<file path="src/tsip_pkg.sv">
// shared types, constants and field layout table for the packet deframer and parser
`default_nettype none
package tsip_pkg;

  localparam int BUF_BYTES = 64;
  localparam int ADDR_W = $clog2(BUF_BYTES);
  localparam int CNT_W = $clog2(BUF_BYTES + 1);
  localparam int POS_W = 6;

  localparam logic [7:0] SYM_DLE = 8'h10;
  localparam logic [7:0] SYM_ETX = 8'h03;
  localparam logic [7:0] ID_TRACK = 8'h5c;
  localparam logic [7:0] ID_SEL = 8'h6d;
  localparam logic [7:0] ID_SUPER = 8'h8f;
  localparam logic [7:0] SUBID_TIME = 8'hab;

  localparam logic [1:0] KIND_TRACK = 2'd0;
  localparam logic [1:0] KIND_SEL = 2'd1;
  localparam logic [1:0] KIND_TIME = 2'd2;
  localparam logic [1:0] KIND_NONE = 2'd3;

  localparam logic [2:0] ST_OK = 3'd0;
  localparam logic [2:0] ST_BAD_LEN = 3'd1;
  localparam logic [2:0] ST_BAD_ID = 3'd2;
  localparam logic [2:0] ST_BAD_SUBID = 3'd3;
  localparam logic [2:0] ST_OVF_EMPTY = 3'd4;

  // field value transforms
  localparam logic [2:0] XF_RAW = 3'd0;
  localparam logic [2:0] XF_LOW3 = 3'd1;
  localparam logic [2:0] XF_BIT3 = 3'd2;
  localparam logic [2:0] XF_HI4 = 3'd3;
  localparam logic [2:0] XF_HI5 = 3'd4;

  typedef struct packed {
    logic [POS_W-1:0] pos;
    logic [1:0] nb_m1;
    logic [2:0] xf;
  } desc_t;

  typedef struct packed {
    logic take;
    logic rd_en;
    logic [ADDR_W-1:0] rd_addr;
    logic cap_id;
    logic cap_b1;
    logic acc_clr;
    logic acc_shift;
    logic load_field;
    logic load_status;
    logic clear;
    logic [1:0] kind;
    logic [4:0] idx;
    logic [2:0] code;
    logic [2:0] xf;
  } cmd_t;

  typedef struct packed {
    logic esc_pending;
    logic etx_now;
    logic out_free;
    logic [7:0] id;
    logic [7:0] b1;
    logic [CNT_W-1:0] count;
    logic ovf;
  } stat_t;

  // byte position, length and transform of each field
  function automatic desc_t field_desc(input logic [1:0] kind, input logic [4:0] idx);
    desc_t d;
    d.pos = '0;
    d.nb_m1 = 2'd0;
    d.xf = XF_RAW;
    case (kind)
      KIND_TRACK: begin
        case (idx) inside
          5'd0: d.pos = 6'd1;
          5'd1: begin
            d.pos = 6'd2;
            d.xf = XF_LOW3;
          end
          5'd2: begin
            d.pos = 6'd2;
            d.xf = XF_HI5;
          end
          5'd3: d.pos = 6'd3;
          5'd4: d.pos = 6'd4;
          [5'd5:5'd8]: begin
            d.pos = (6'(idx) << 2) - 6'd15;
            d.nb_m1 = 2'd3;
          end
          [5'd9:5'd12]: d.pos = 6'(idx) + 6'd12;
          default: d.pos = '0;
        endcase
      end
      KIND_SEL: begin
        case (idx) inside
          5'd0: begin
            d.pos = 6'd1;
            d.xf = XF_LOW3;
          end
          5'd1: begin
            d.pos = 6'd1;
            d.xf = XF_BIT3;
          end
          5'd2: begin
            d.pos = 6'd1;
            d.xf = XF_HI4;
          end
          [5'd3:5'd6]: begin
            d.pos = (6'(idx) << 2) - 6'd10;
            d.nb_m1 = 2'd3;
          end
          default: d.pos = 6'(idx) + 6'd11;
        endcase
      end
      KIND_TIME: begin
        case (idx) inside
          5'd0: begin
            d.pos = 6'd2;
            d.nb_m1 = 2'd3;
          end
          5'd1: begin
            d.pos = 6'd6;
            d.nb_m1 = 2'd1;
          end
          5'd2: begin
            d.pos = 6'd8;
            d.nb_m1 = 2'd1;
          end
          [5'd3:5'd8]: d.pos = 6'(idx) + 6'd7;
          5'd9: begin
            d.pos = 6'd16;
            d.nb_m1 = 2'd1;
          end
          default: d.pos = '0;
        endcase
      end
      default: d.pos = '0;
    endcase
    return d;
  endfunction

endpackage
`default_nettype wire

</file>
<file path="src/tsip_dp.sv">
// datapath: deframing registers, payload memory, field assembly and output register
`default_nettype none
module tsip_dp (
  input  wire logic clk,
  input  wire logic rst,
  input  wire logic [7:0] rx_byte,
  input  wire tsip_pkg::cmd_t cmd,
  output tsip_pkg::stat_t st,
  input  wire logic out_ready,
  output logic out_valid,
  output logic is_status,
  output logic [1:0] packet_kind,
  output logic [4:0] field_index,
  output logic [31:0] field_value,
  output logic [2:0] status_code,
  output logic last
);
  import tsip_pkg::*;

  logic [7:0] mem [BUF_BYTES];
  logic [7:0] rd_data;
  logic [CNT_W-1:0] count;
  logic esc;
  logic inside_pkt;
  logic ovf;
  logic [7:0] id;
  logic [7:0] b1;
  logic [31:0] acc;
  logic [31:0] xf_value;
  logic store;
  logic room;

  assign room = count < CNT_W'(BUF_BYTES);
  assign store = cmd.take && ((esc && rx_byte != SYM_ETX) ||
                 (!esc && inside_pkt && rx_byte != SYM_DLE));

  always_ff @(posedge clk) begin
    if (rst) begin
      count <= '0;
      esc <= 1'b0;
      inside_pkt <= 1'b0;
      ovf <= 1'b0;
    end else if (cmd.clear) begin
      count <= '0;
      ovf <= 1'b0;
    end else if (cmd.take) begin
      if (esc) begin
        esc <= 1'b0;
        if (rx_byte == SYM_ETX) begin
          inside_pkt <= 1'b0;
        end
      end else if (inside_pkt) begin
        if (rx_byte == SYM_DLE) begin
          esc <= 1'b1;
        end
      end else if (rx_byte == SYM_DLE) begin
        inside_pkt <= 1'b1;
        count <= '0;
        ovf <= 1'b0;
      end
      if (store) begin
        if (room) begin
          count <= count + 1'b1;
        end else begin
          ovf <= 1'b1;
        end
      end
    end
  end

  always_ff @(posedge clk) begin
    if (store && room) begin
      mem[count[ADDR_W-1:0]] <= rx_byte;
    end
  end

  always_ff @(posedge clk) begin
    if (cmd.rd_en) begin
      rd_data <= mem[cmd.rd_addr];
    end
  end

  always_ff @(posedge clk) begin
    if (cmd.cap_id) begin
      id <= rd_data;
    end
    if (cmd.cap_b1) begin
      b1 <= rd_data;
    end
    if (cmd.acc_clr) begin
      acc <= '0;
    end else if (cmd.acc_shift) begin
      acc <= {acc[23:0], rd_data};
    end
  end

  always_comb begin
    case (cmd.xf)
      XF_LOW3: xf_value = {29'd0, acc[2:0]};
      XF_BIT3: xf_value = {31'd0, acc[3]};
      XF_HI4: xf_value = {28'd0, acc[7:4]};
      XF_HI5: xf_value = {27'd0, acc[7:3]};
      default: xf_value = acc;
    endcase
  end

  // output register
  always_ff @(posedge clk) begin
    if (rst) begin
      out_valid <= 1'b0;
    end else if (cmd.load_field || cmd.load_status) begin
      out_valid <= 1'b1;
    end else if (out_ready) begin
      out_valid <= 1'b0;
    end
  end

  always_ff @(posedge clk) begin
    if (cmd.load_field) begin
      is_status <= 1'b0;
      packet_kind <= cmd.kind;
      field_index <= cmd.idx;
      field_value <= xf_value;
      status_code <= ST_OK;
      last <= 1'b0;
    end else if (cmd.load_status) begin
      is_status <= 1'b1;
      packet_kind <= cmd.kind;
      field_index <= '0;
      field_value <= '0;
      status_code <= cmd.code;
      last <= 1'b1;
    end
  end

  assign st.esc_pending = esc;
  assign st.etx_now = esc && (rx_byte == SYM_ETX);
  assign st.out_free = !out_valid || out_ready;
  assign st.id = id;
  assign st.b1 = b1;
  assign st.count = count;
  assign st.ovf = ovf;

endmodule
`default_nettype wire

</file>
<file path="src/tsip_ctrl.sv">
// controller: byte intake, header check and field emission sequencing
`default_nettype none
module tsip_ctrl (
  input  wire logic clk,
  input  wire logic rst,
  input  wire logic in_valid,
  output logic in_ready,
  input  wire tsip_pkg::stat_t st,
  output tsip_pkg::cmd_t cmd
);
  import tsip_pkg::*;

  localparam logic [3:0] S_IDLE = 4'd0;
  localparam logic [3:0] S_H0 = 4'd1;
  localparam logic [3:0] S_H1 = 4'd2;
  localparam logic [3:0] S_H2 = 4'd3;
  localparam logic [3:0] S_CHK = 4'd4;
  localparam logic [3:0] S_FRD = 4'd5;
  localparam logic [3:0] S_FACC = 4'd6;
  localparam logic [3:0] S_FEMIT = 4'd7;
  localparam logic [3:0] S_STAT = 4'd8;

  logic [3:0] state, state_next;
  logic [1:0] kind, kind_next;
  logic [2:0] code, code_next;
  logic [4:0] nf, nf_next;
  logic [4:0] fidx, fidx_next;
  logic [1:0] bcnt, bcnt_next;
  desc_t desc;
  logic [3:0] svs;

  assign desc = field_desc(kind, fidx);
  assign svs = st.b1[7:4];
  // a packet end waits while the previous status word is still unread
  assign in_ready = (state == S_IDLE) && !(st.esc_pending && !st.out_free);

  always_ff @(posedge clk) begin
    if (rst) begin
      state <= S_IDLE;
    end else begin
      state <= state_next;
    end
    kind <= kind_next;
    code <= code_next;
    nf <= nf_next;
    fidx <= fidx_next;
    bcnt <= bcnt_next;
  end

  always_comb begin
    state_next = state;
    kind_next = kind;
    code_next = code;
    nf_next = nf;
    fidx_next = fidx;
    bcnt_next = bcnt;
    cmd = '0;
    cmd.kind = kind;
    cmd.idx = fidx;
    cmd.code = code;
    cmd.xf = desc.xf;
    case (state)
      S_IDLE: begin
        cmd.take = in_valid && in_ready;
        if (cmd.take && st.etx_now) begin
          state_next = S_H0;
        end
      end
      S_H0: begin
        cmd.rd_en = 1'b1;
        cmd.rd_addr = '0;
        state_next = S_H1;
      end
      S_H1: begin
        cmd.cap_id = 1'b1;
        cmd.rd_en = 1'b1;
        cmd.rd_addr = ADDR_W'(1);
        state_next = S_H2;
      end
      S_H2: begin
        cmd.cap_b1 = 1'b1;
        state_next = S_CHK;
      end
      S_CHK: begin
        cmd.acc_clr = 1'b1;
        fidx_next = '0;
        bcnt_next = '0;
        nf_next = '0;
        code_next = ST_OK;
        kind_next = KIND_NONE;
        if (st.ovf || st.count == '0) begin
          code_next = ST_OVF_EMPTY;
        end else begin
          case (st.id)
            ID_TRACK: begin
              kind_next = KIND_TRACK;
              if (st.count != CNT_W'(25)) begin
                code_next = ST_BAD_LEN;
              end else begin
                nf_next = 5'd13;
              end
            end
            ID_SEL: begin
              kind_next = KIND_SEL;
              if (st.count < CNT_W'(2) || st.count != CNT_W'(18) + CNT_W'(svs)) begin
                code_next = ST_BAD_LEN;
              end else begin
                nf_next = 5'd7 + 5'(svs);
              end
            end
            ID_SUPER: begin
              if (st.count < CNT_W'(2) || st.b1 != SUBID_TIME) begin
                code_next = ST_BAD_SUBID;
              end else if (st.count != CNT_W'(18)) begin
                kind_next = KIND_TIME;
                code_next = ST_BAD_LEN;
              end else begin
                kind_next = KIND_TIME;
                nf_next = 5'd10;
              end
            end
            default: code_next = ST_BAD_ID;
          endcase
        end
        state_next = (nf_next == '0) ? S_STAT : S_FRD;
      end
      S_FRD: begin
        cmd.rd_en = 1'b1;
        cmd.rd_addr = ADDR_W'(desc.pos) + ADDR_W'(bcnt);
        state_next = S_FACC;
      end
      S_FACC: begin
        cmd.acc_shift = 1'b1;
        if (bcnt == desc.nb_m1) begin
          state_next = S_FEMIT;
        end else begin
          bcnt_next = bcnt + 2'd1;
          state_next = S_FRD;
        end
      end
      S_FEMIT: begin
        if (st.out_free) begin
          cmd.load_field = 1'b1;
          cmd.acc_clr = 1'b1;
          bcnt_next = '0;
          if (fidx == nf - 5'd1) begin
            state_next = S_STAT;
          end else begin
            fidx_next = fidx + 5'd1;
            state_next = S_FRD;
          end
        end
      end
      S_STAT: begin
        if (st.out_free) begin
          cmd.load_status = 1'b1;
          cmd.clear = 1'b1;
          state_next = S_IDLE;
        end
      end
      default: state_next = S_IDLE;
    endcase
  end

endmodule
`default_nettype wire

</file>
<file path="src/tsip_deframe_and_field_parse.sv">
// top level: DLE/ETX byte deframer with field parser for three packet types
// after a packet-ending word the header bytes are fetched and the length is checked; each
//   field is then read byte by byte before its word is loaded (only a status word if none)
// throughput: one byte word per cycle within a packet, unless a byte after a DLE waits on an
//   unread status word; after a packet end, input is held off while header and payload bytes
//   are read and every field word and the status word are loaded, longer if the output stalls
// reset: control, counters and output valid clear at once; payload memory is not cleared
`default_nettype none
module tsip_deframe_and_field_parse (
  input  wire logic clk,
  input  wire logic rst,
  input  wire logic in_valid,
  output logic in_ready,
  input  wire logic [7:0] rx_byte,
  output logic out_valid,
  input  wire logic out_ready,
  output logic is_status,
  output logic [1:0] packet_kind,
  output logic [4:0] field_index,
  output logic [31:0] field_value,
  output logic [2:0] status_code,
  output logic last
);
  import tsip_pkg::*;

  cmd_t cmd;
  stat_t st;

  // sequencer: intake, header fetch, length check, byte-by-byte field fetch
  tsip_ctrl u_ctrl (
    .clk(clk),
    .rst(rst),
    .in_valid(in_valid),
    .in_ready(in_ready),
    .st(st),
    .cmd(cmd)
  );

  // storage, big-endian assembly and the output register
  tsip_dp u_dp (
    .clk(clk),
    .rst(rst),
    .rx_byte(rx_byte),
    .cmd(cmd),
    .st(st),
    .out_ready(out_ready),
    .out_valid(out_valid),
    .is_status(is_status),
    .packet_kind(packet_kind),
    .field_index(field_index),
    .field_value(field_value),
    .status_code(status_code),
    .last(last)
  );

`ifndef ASSERT_OFF
  // a packet end hands control to the decoder, so intake stops next cycle
  a_end_stalls: assert property (@(posedge clk) disable iff (rst)
    (in_valid && in_ready && st.etx_now) |=> !in_ready)
    else $error("intake not stopped after packet end");

  // the closing status word is the only one marked last
  a_last_status: assert property (@(posedge clk) disable iff (rst)
    out_valid |-> (last == is_status))
    else $error("last and status flag disagree");

  // field words carry no error code
  a_field_ok: assert property (@(posedge clk) disable iff (rst)
    (out_valid && !is_status) |-> (status_code == ST_OK))
    else $error("field word with error code");

  // the fill count never passes the buffer size
  a_count_bound: assert property (@(posedge clk) disable iff (rst)
    st.count <= CNT_W'(BUF_BYTES))
    else $error("payload count overrun");
`endif

endmodule
`default_nettype wire
</file>
<file path="config.mk">
export PLATFORM = sky130hd
export DESIGN_NAME = tsip_deframe_and_field_parse
export DESIGN_NICKNAME = d
export VERILOG_FILES = /design/src/tsip_pkg.sv /design/src/tsip_dp.sv /design/src/tsip_ctrl.sv /design/src/tsip_deframe_and_field_parse.sv
export SDC_FILE = /design/constraint.sdc
export NUM_CORES = 1
export LEC_CHECK = 0
export BUFFER_PORTS_ARGS = -buffer_cell sky130_fd_sc_hd__buf_2
export CAP_MARGIN = 20
export CORE_ASPECT_RATIO = 0.6
export CORE_UTILIZATION = 37
export CTS_BUF_LIST = sky130_fd_sc_hd__clkbuf_8 sky130_fd_sc_hd__clkbuf_16
export DETAILED_ROUTE_END_ITERATION = 10
export GPL_ROUTABILITY_DRIVEN = 0
export SYNTH_ARGS = -nofsm -noshare
export SYNTH_HDL_FRONTEND = slang
export SYNTH_SLANG_ARGS = --single-unit
</file>
<file path="constraint.sdc">
create_clock -name clk -period 5.1 [get_ports clk]
set_clock_uncertainty 0.15 [all_clocks]
set_input_delay 0.51 -clock clk [delete_from_list [all_inputs] [get_ports clk]]
set_output_delay 0.51 -clock clk [all_outputs]
set_load 0.01 [all_outputs]
</file>
==> impl_metrics.tcl, run 1 <==
set metrics [dict create \
    drt-wirelength-per-cell_um 24.7 \
    max_freq_mhz 201 \
    nFillCells 6126 \
    dpl_worst_slack_ps 14.8 \
    finalNetCount 1796 \
    finalPower_w 0.0103 \
    netlist_area_mm2 0.0266 \
    hold_class "input port to flip-flop" \
    stdcell_count 2769 \
    fp.dieW_um 348 \
    crit_path_frequent_cell "a22oi_1" \
    worstSetupPathType "flip-flop to flip-flop" \
    grt_util_all_layers_pct 18.3 \
    clk_latency_ps 610 \
    h-tree-depth 2 \
    worstSetupEndpointType "flip-flop" \
    clock_path_buffers 3 \
    critPathSlowestCell "fa_1" \
    tightest_slew_ps 1010 \
    wl_met3_um 7970 \
    hold_path_startpoint "rx_byte[0]" \
    drt-initial-drc-count 1893 \
    clock_sinks 643 \
    num_vias 15448 \
    drt_pass1_iterations 6 \
    async_flop_share_pct 0 \
    cp_cell_sequence "inv_1 -> buf_4 -> ha_1 -> a22oi_1 -> a221oi_4 -> nand2_1 -> o21ai_0 -> a32o_2 -> ha_1 -> inv_1 -> fa_1 -> nor2_4 -> buf_4 -> buf_12 -> mux4_2 -> mux2i_2 -> a22oi_1 -> a22oi_1 -> o221ai_1" \
    min_period_ps 4970 \
    max_stage_delay_ps 490 \
    clkTransAtPathRegs_ps 70 \
    crit_required_ps 5280 \
    regToRegSetupSlack_ps 130 \
    vias_per_cell 5.58 \
    core_mm2 0.0705 \
    status "finished, final reports clean" \
    finalSetupViolations 0 \
    drv_cap 0 \
    power_density_mw_per_mm2 336 \
    syn_avg_cell_area_um2 16.2 \
    cp-startpoint "u_ctrl.fidx[2]" \
    dp.cells 2645 \
    cts_buffers 58 \
    slew_headroom_pct 32.7 \
    crit_cells 19 \
    fp.dieH_um 210 \
    io_pins 58 \
    regToRegStartpoint "u_ctrl.fidx[2]" \
    cp.arrival_ps 5150 \
    syn_nets 1682 \
    finalWirelength_um 68400 \
    top_layer "met5" \
    grt_pass1_vias 14634 \
    timing.final.ws_setup_ps 125 \
    synth-seq-cells 643 \
    hold_violations 0 \
    grt_antenna_before_repair 2 \
    cp_num_buf_inv 5 \
    gr-total-overflow 0 \
    r2r_end "u_dp.rd_data[4]" \
    p_leak_nw 9.97 \
    drive_above_1_share_pct 22.0 \
    num_antenna_cells 0 \
    start_util_pct 37.7 \
    period_share_pct 97.5 \
    ys_warn_count 0 \
    dp_hpwl_um 45400 \
    synth_edf_count 592 \
    ys_seq_area_share_pct 70.7 \
    synthFlopType "edfxtp_1" \
    cts_tree "yes" \
    reg2reg_depth 19 \
    io_buffer_count 57 \
    cp_max_fo 16 \
    fin_area_mm2 0.0307 \
    max-vdd-ir-drop_uv 292 \
    drv_slew 0 \
    synthTopCellsByArea "edfxtp_1 67%, mux4_2 11%, dfxtp_1 3.8%" \
    yosysTopAreaCellShare_pct 66.8 \
    grt_max_degree 65 \
    wl_met2_um 27000 \
    worstSetupEndpoint "u_dp.rd_data[4]" \
    synth_cell_type_count 72 \
    met1_length_um 32400 \
    grt_pass1_wl_um 98700 \
    yosys.area.top_type "edfxtp_1" \
    num_rows 75 \
    area_growth_pct 15.4 \
    place_area_mm2 0.0285 \
    netlist_instances 1646 \
    drc 0 \
    cts_root_buffer "clkbuf_16" \
    die-area_mm2 0.0730 \
    start_kind "flip-flop" \
    holdWs_ps 60.5 \
    critPathTopFamily "compound AO/OA/AOI/OAI gates" \
    antenna_left 0 \
]
[layer usage]
metal  GRT usage, %  up-vias
met1           30.2     7973
li1               -     6658
met3           5.41       79
met2           23.5      736
met4           2.89        2
met5          0.527        -
[through the flow]
stage / setup TNS (ps) / utilization [%]
2_1_floorplan: 0 / -
3_3_place_gp: 0 / 40.4
3_5_place_dp: 0 / 40.4
4_1_cts: 0 / 43.2
5_1_grt: -238 / 43.6
6_report: 0 / 43.6
[how the worst min path moves through the flow]
stage	to	cells past startpoint
6_report	u_dp.mem[13][0]	1
5_1_grt	u_dp.mem[13][0]	1
4_1_cts	u_dp.mem[12][0]	1
3_5_place_dp	u_dp.acc[30]	2
3_3_place_gp	u_dp.acc[30]	2
2_1_floorplan	u_dp.packet_kind[0]	0
[logic make-up after synthesis]
kind of cell | synth area share (%)
flops | 70.7
simple gates | 8.04
compound gates | 5.44
mux | 11.9
buf+inv | 1.85
xor+xnor | 0.922
fa+ha+maj | 1.16
[placed cells by master (no fill, tap or decap), types with 4 or more instances in the layout]
| master | count |
|---|---|
| nand3b_1 | 7 |
| clkbuf_16 | 63 |
| clkinv_1 | 5 |
| dfxtp_1 | 51 |
| nor2b_1 | 11 |
| nor3_1 | 18 |
| nand3_1 | 33 |
| o221ai_1 | 8 |
| a211oi_1 | 5 |
| a22o_1 | 12 |
| or3_1 | 15 |
| a22oi_1 | 27 |
| buf_2 | 57 |
| bufinv_16 | 6 |
| edfxtp_1 | 592 |
| buf_4 | 69 |
| o21ai_0 | 20 |
| nand4_1 | 4 |
| clkinv_2 | 14 |
| a21oi_1 | 99 |
| nand2_1 | 150 |
| nor4_1 | 9 |
| mux4_2 | 128 |
| mux2i_1 | 23 |
| and3_1 | 12 |
| clkinvlp_4 | 7 |
| a31oi_1 | 12 |
| nor2_1 | 121 |
| nand2b_1 | 16 |
| xor2_1 | 14 |
| ha_1 | 21 |
| buf_12 | 13 |
| xnor2_1 | 14 |
| and2_1 | 31 |
| inv_1 | 32 |
[cell usage after synthesis (all sizes together) (14+ instances only)]
library cell,count
a21oi,100
a22oi,29
and2,32
and3,15
buf,35
clkbuf,60
dfxtp,51
edfxtp,592
ha,23
inv,22
mux2i,25
mux4,128
nand2,150
nand2b,16
nand3,34
nor2,124
nor3,19
o21ai,21
or3,15
xnor2,14
xor2,14
[state kept, by name, summed over array words and instances, names as in the netlist]
name	cells
u_dp.field_index	5
u_ctrl.state	4
u_ctrl.bcnt	2
u_dp.rd_data	8
u_dp.acc	32
u_ctrl.kind	2
u_ctrl.fidx	5
u_ctrl.nf	5
u_dp.status_code	3
u_dp.mem	512
u_dp.count	7
u_dp.ovf	1
u_dp.id	8
u_dp.inside_pkt	1
u_dp.esc	1
u_dp.is_status	1
u_dp.b1	8
u_ctrl.code	3
u_dp.packet_kind	2
u_dp.out_valid	1
u_dp.field_value	32
[area by class of cell]
type	instances	area [um2]	share of cell area, %
clock inverter	45	407	1.32
sequential	643	18800	61.2
clock buffer	62	1530	4.98
tap	962	1200	3.92
inverter	23	86.3	0.281
multi-input combinational	885	7400	24.1
timing repair buffer	149	1280	4.17
[repair_timing]
item | in CTS | in global routing
hold endpoints to repair | 3 | 0
resized for setup | 2 | 17
pin swaps | 1 | 7
setup buffers | 1 | 11
setup endpoints to repair | 1 | 8
cloned | 1 | 3
hold buffers | 1 | 0
[report_power, final]
group / internal [W] / switching (W)
Sequential: 0.00574 / 0.00000366
Clock: 0.00247 / 0.00196
Combinational: 0.0000187 / 0.000101
(Power assumes the default switching activity.)
==> inputs of run 2 (changes only) <==
- ABC_AREA: not set -> 1
==> run 2 against run 1 <==
Compared with the run above:
- critical path depth increased by 6
- flip-flop and latch count unchanged
- total power increased by 0.51%
- core utilization decreased by 1.6 points
- via count increased by 33%
==> impl_metrics.tcl, run 2 <==
set metrics [dict create \
    status "finished, final reports clean" \
    dp_hpwl_um 50800 \
    regToRegSetupSlack_ps 330 \
    min_period_ps 4770 \
    synth-xor-area-share_pct 0.496 \
    start_util_pct 37.4 \
    cts_tree "yes" \
    cts_root_buffer "clkbuf_16" \
    max_freq_mhz 210 \
    antenna_left 0 \
    fp.dieW_um 359 \
    netlist_instances 2701 \
    clkTransAtPathRegs_ps 70 \
    grt_max_degree 85 \
    cp_num_buf_inv 5 \
    grt_pass1_vias 18921 \
    synth_top_family_by_area "simple AND/OR/NAND/NOR gates" \
    yosys.area.top_type "edfxtp_1" \
    clock_power_share_pct 39.2 \
    synth-seq-cells 643 \
    clk_latency_ps 640 \
    netlist_area_mm2 0.0283 \
    grt_pass1_wl_um 119000 \
    syn_nets 2737 \
    max_stage_delay_ps 500 \
    whs_path_depth 4 \
    r2r_end "u_dp.rd_data[1]" \
    synth_edf_count 592 \
    dpl_worst_slack_ps 167 \
    synth_fa_ha_area_share_pct 1.09 \
    drv_cap 0 \
    yosysTopAreaCellShare_pct 62.9 \
    worstSetupEndpointType "flip-flop" \
    io_pins 58 \
    vias_per_cell 5.44 \
    finalPower_w 0.0104 \
    h-tree-depth 2 \
    finalSetupViolations 0 \
    max-vdd-ir-drop_uv 294 \
    async_flop_share_pct 0 \
    synth-compound-area-share_pct 7.86 \
    syn_avg_cell_area_um2 10.5 \
    io_buffer_count 57 \
    hold_class "input port to flip-flop" \
    p_int_w 0.00799 \
    whs_endpoint "u_ctrl.state[3]" \
    fp.dieH_um 216 \
    utilization_pct 42.0 \
    p_leak_nw 11.6 \
    ys_seq_area_share_pct 66.5 \
    holdWs_ps 146 \
    clock_path_buffers 3 \
    timing.final.ws_setup_ps 329 \
    clock_sinks 643 \
    final_common_cell "edfxtp_1" \
    ys_warn_count 0 \
    drc 0 \
    reg2reg_depth 25 \
    drive_above_1_share_pct 9.14 \
    synthTopCellsByArea "edfxtp_1 63%, nor2_1 6.0%, nand2_1 5.8%" \
    start_kind "flip-flop" \
    synth_common_cells "592 x edfxtp_1, 453 x nor2_1, 436 x nand2_1" \
    crit_path_frequent_cell "nand3_1" \
    num_rows 78 \
    cp_max_fo 34 \
    top_layer "met4" \
    synth_most_common_cell "edfxtp_1" \
    wl_met3_um 11100 \
    synthFlopType "edfxtp_1" \
    hold_path_startpoint "out_ready" \
    cp.arrival_ps 5010 \
    finalNetCount 2781 \
    hold_violations 0 \
    wl_met2_um 31600 \
    p_seq_share_pct 55.9 \
    worstSetupPathType "flip-flop to flip-flop" \
    power_density_mw_per_mm2 327 \
    drt-initial-drc-count 3044 \
    num_vias 20610 \
    p_comb_share_pct 5.0 \
    layout_common_cells "592 x edfxtp_1, 451 x nor2_1, 436 x nand2_1" \
    drt_pass1_iterations 8 \
    met1_length_um 36600 \
    period_share_pct 93.5 \
    synth_cell_type_count 47 \
    core_mm2 0.0755 \
    drt-wirelength-per-cell_um 21.2 \
    finalWirelength_um 80500 \
    power_switching_w 0.00236 \
    grt_antenna_before_repair 2 \
    cts_buffers 56 \
    grt_util_all_layers_pct 20.2 \
    critPathSlowestCell "edfxtp_1" \
    largest_reg_flops 512 \
    crit_required_ps 5340 \
    tightest_slew_ps 1120 \
    p_sw_share_pct 22.8 \
    synthSimpleGateAreaFrac_pct 18.3 \
    post_synth_mux_area_share_pct 0 \
    drv_slew 0 \
    critPathTopFamily "simple AND/OR/NAND/NOR gates" \
    slew_headroom_pct 25.4 \
    die-area_mm2 0.0775 \
    gr-total-overflow 0 \
    nFillCells 7156 \
    area_growth_pct 12.2 \
    regToRegStartpoint "u_ctrl.fidx[1]" \
]
run 2: changes by cell type in the layout (fill, tap and decap cells not counted), moves of 23 or more:
cell,delta
nand2_1,+286
o21ai_0,+212
inv_1,+221
nand3_1,+146
nand4_1,+73
nor2_1,+330
o22ai_1,+65
mux2i_1,-23
a22oi_1,-26
and2_1,-31
mux4_2,-128
run 2: layer usage:
metal | GRT usage [%] | vias to the layer above
met5 | 0 | -
met4 | 3.43 | 0
met3 | 6.73 | 117
met2 | 26.1 | 1139
met1 | 32.3 | 9979
li1 | - | 9375
run 2: per-stage QoR:
stage,setup TNS (ps),area [um2],cells
3_3_place_gp,0,29800,3671
2_1_floorplan,0,28300,2701
3_5_place_dp,0,29800,3673
5_1_grt,-5.61,31700,3789
4_1_cts,0,31500,3776
6_report,0,31700,3790
run 2: worst max path at each step:
| stage | start | cells past startpoint | end | slack, ps |
|---|---|---|---|---|
| after detailed placement | u_ctrl.fidx[1] | 24 | u_dp.rd_data[2] | 170 |
| after floorplan | u_ctrl.fidx[2] | 28 | u_dp.rd_data[0] | 1180 |
| after global placement | u_ctrl.fidx[1] | 23 | u_dp.rd_data[0] | 330 |
| final | u_ctrl.fidx[1] | 25 | u_dp.rd_data[1] | 330 |
| after global routing | u_ctrl.fidx[1] | 25 | u_dp.rd_data[4] | -6 |
| after CTS | u_ctrl.fidx[1] | 24 | u_dp.rd_data[2] | 160 |
run 2: kinds of logic (layout without fill, tap and decap cells):
| group | after synthesis | after routing |
|---|---|---|
| compound gates | 414 | 414 |
| xor+xnor | 16 | 16 |
| fa+ha+maj | 24 | 24 |
| buf+inv | 397 | 485 |
| flops | 643 | 643 |
| other cells | 0 | 1 |
| simple gates | 1207 | 1207 |
run 2: layout make-up:
class	instances	area, um2	share of cell area, %
clock buffers	56	1400	4.42
well taps	1000	1250	3.95
repair buffers	131	1140	3.61
multi-input cells	1661	7880	24.8
inverters	252	951	3.00
diodes	1	2.50	0.00789
flip-flops and latches	643	18800	59.3
clock inverters	46	284	0.896
run 2: what timing repair did:
action | in CTS | in global routing
hold buffers | 1 | 0
setup buffers | 0 | 7
gates resized for setup | 0 | 9
setup endpoints to repair | 0 | 8
hold endpoints to repair | 1 | 0
run 2: power groups by stage:
stage | combinational, W | clock [W] | sequential, W
2_1_floorplan | 0.000276 | 0 | 0.00589
3_3_place_gp | 0.000492 | 0 | 0.00590
3_5_place_dp | 0.000501 | 0 | 0.00590
4_1_cts | 0.000503 | 0.00410 | 0.00578
5_1_grt | 0.000562 | 0.00431 | 0.00578
6_report | 0.000513 | 0.00406 | 0.00578
run 2: tightest hold or removal path, cell delays in order:
cell and delay, ps:
buf_2 70, nor2_1 110, nand2_1 90, a21oi_1 60
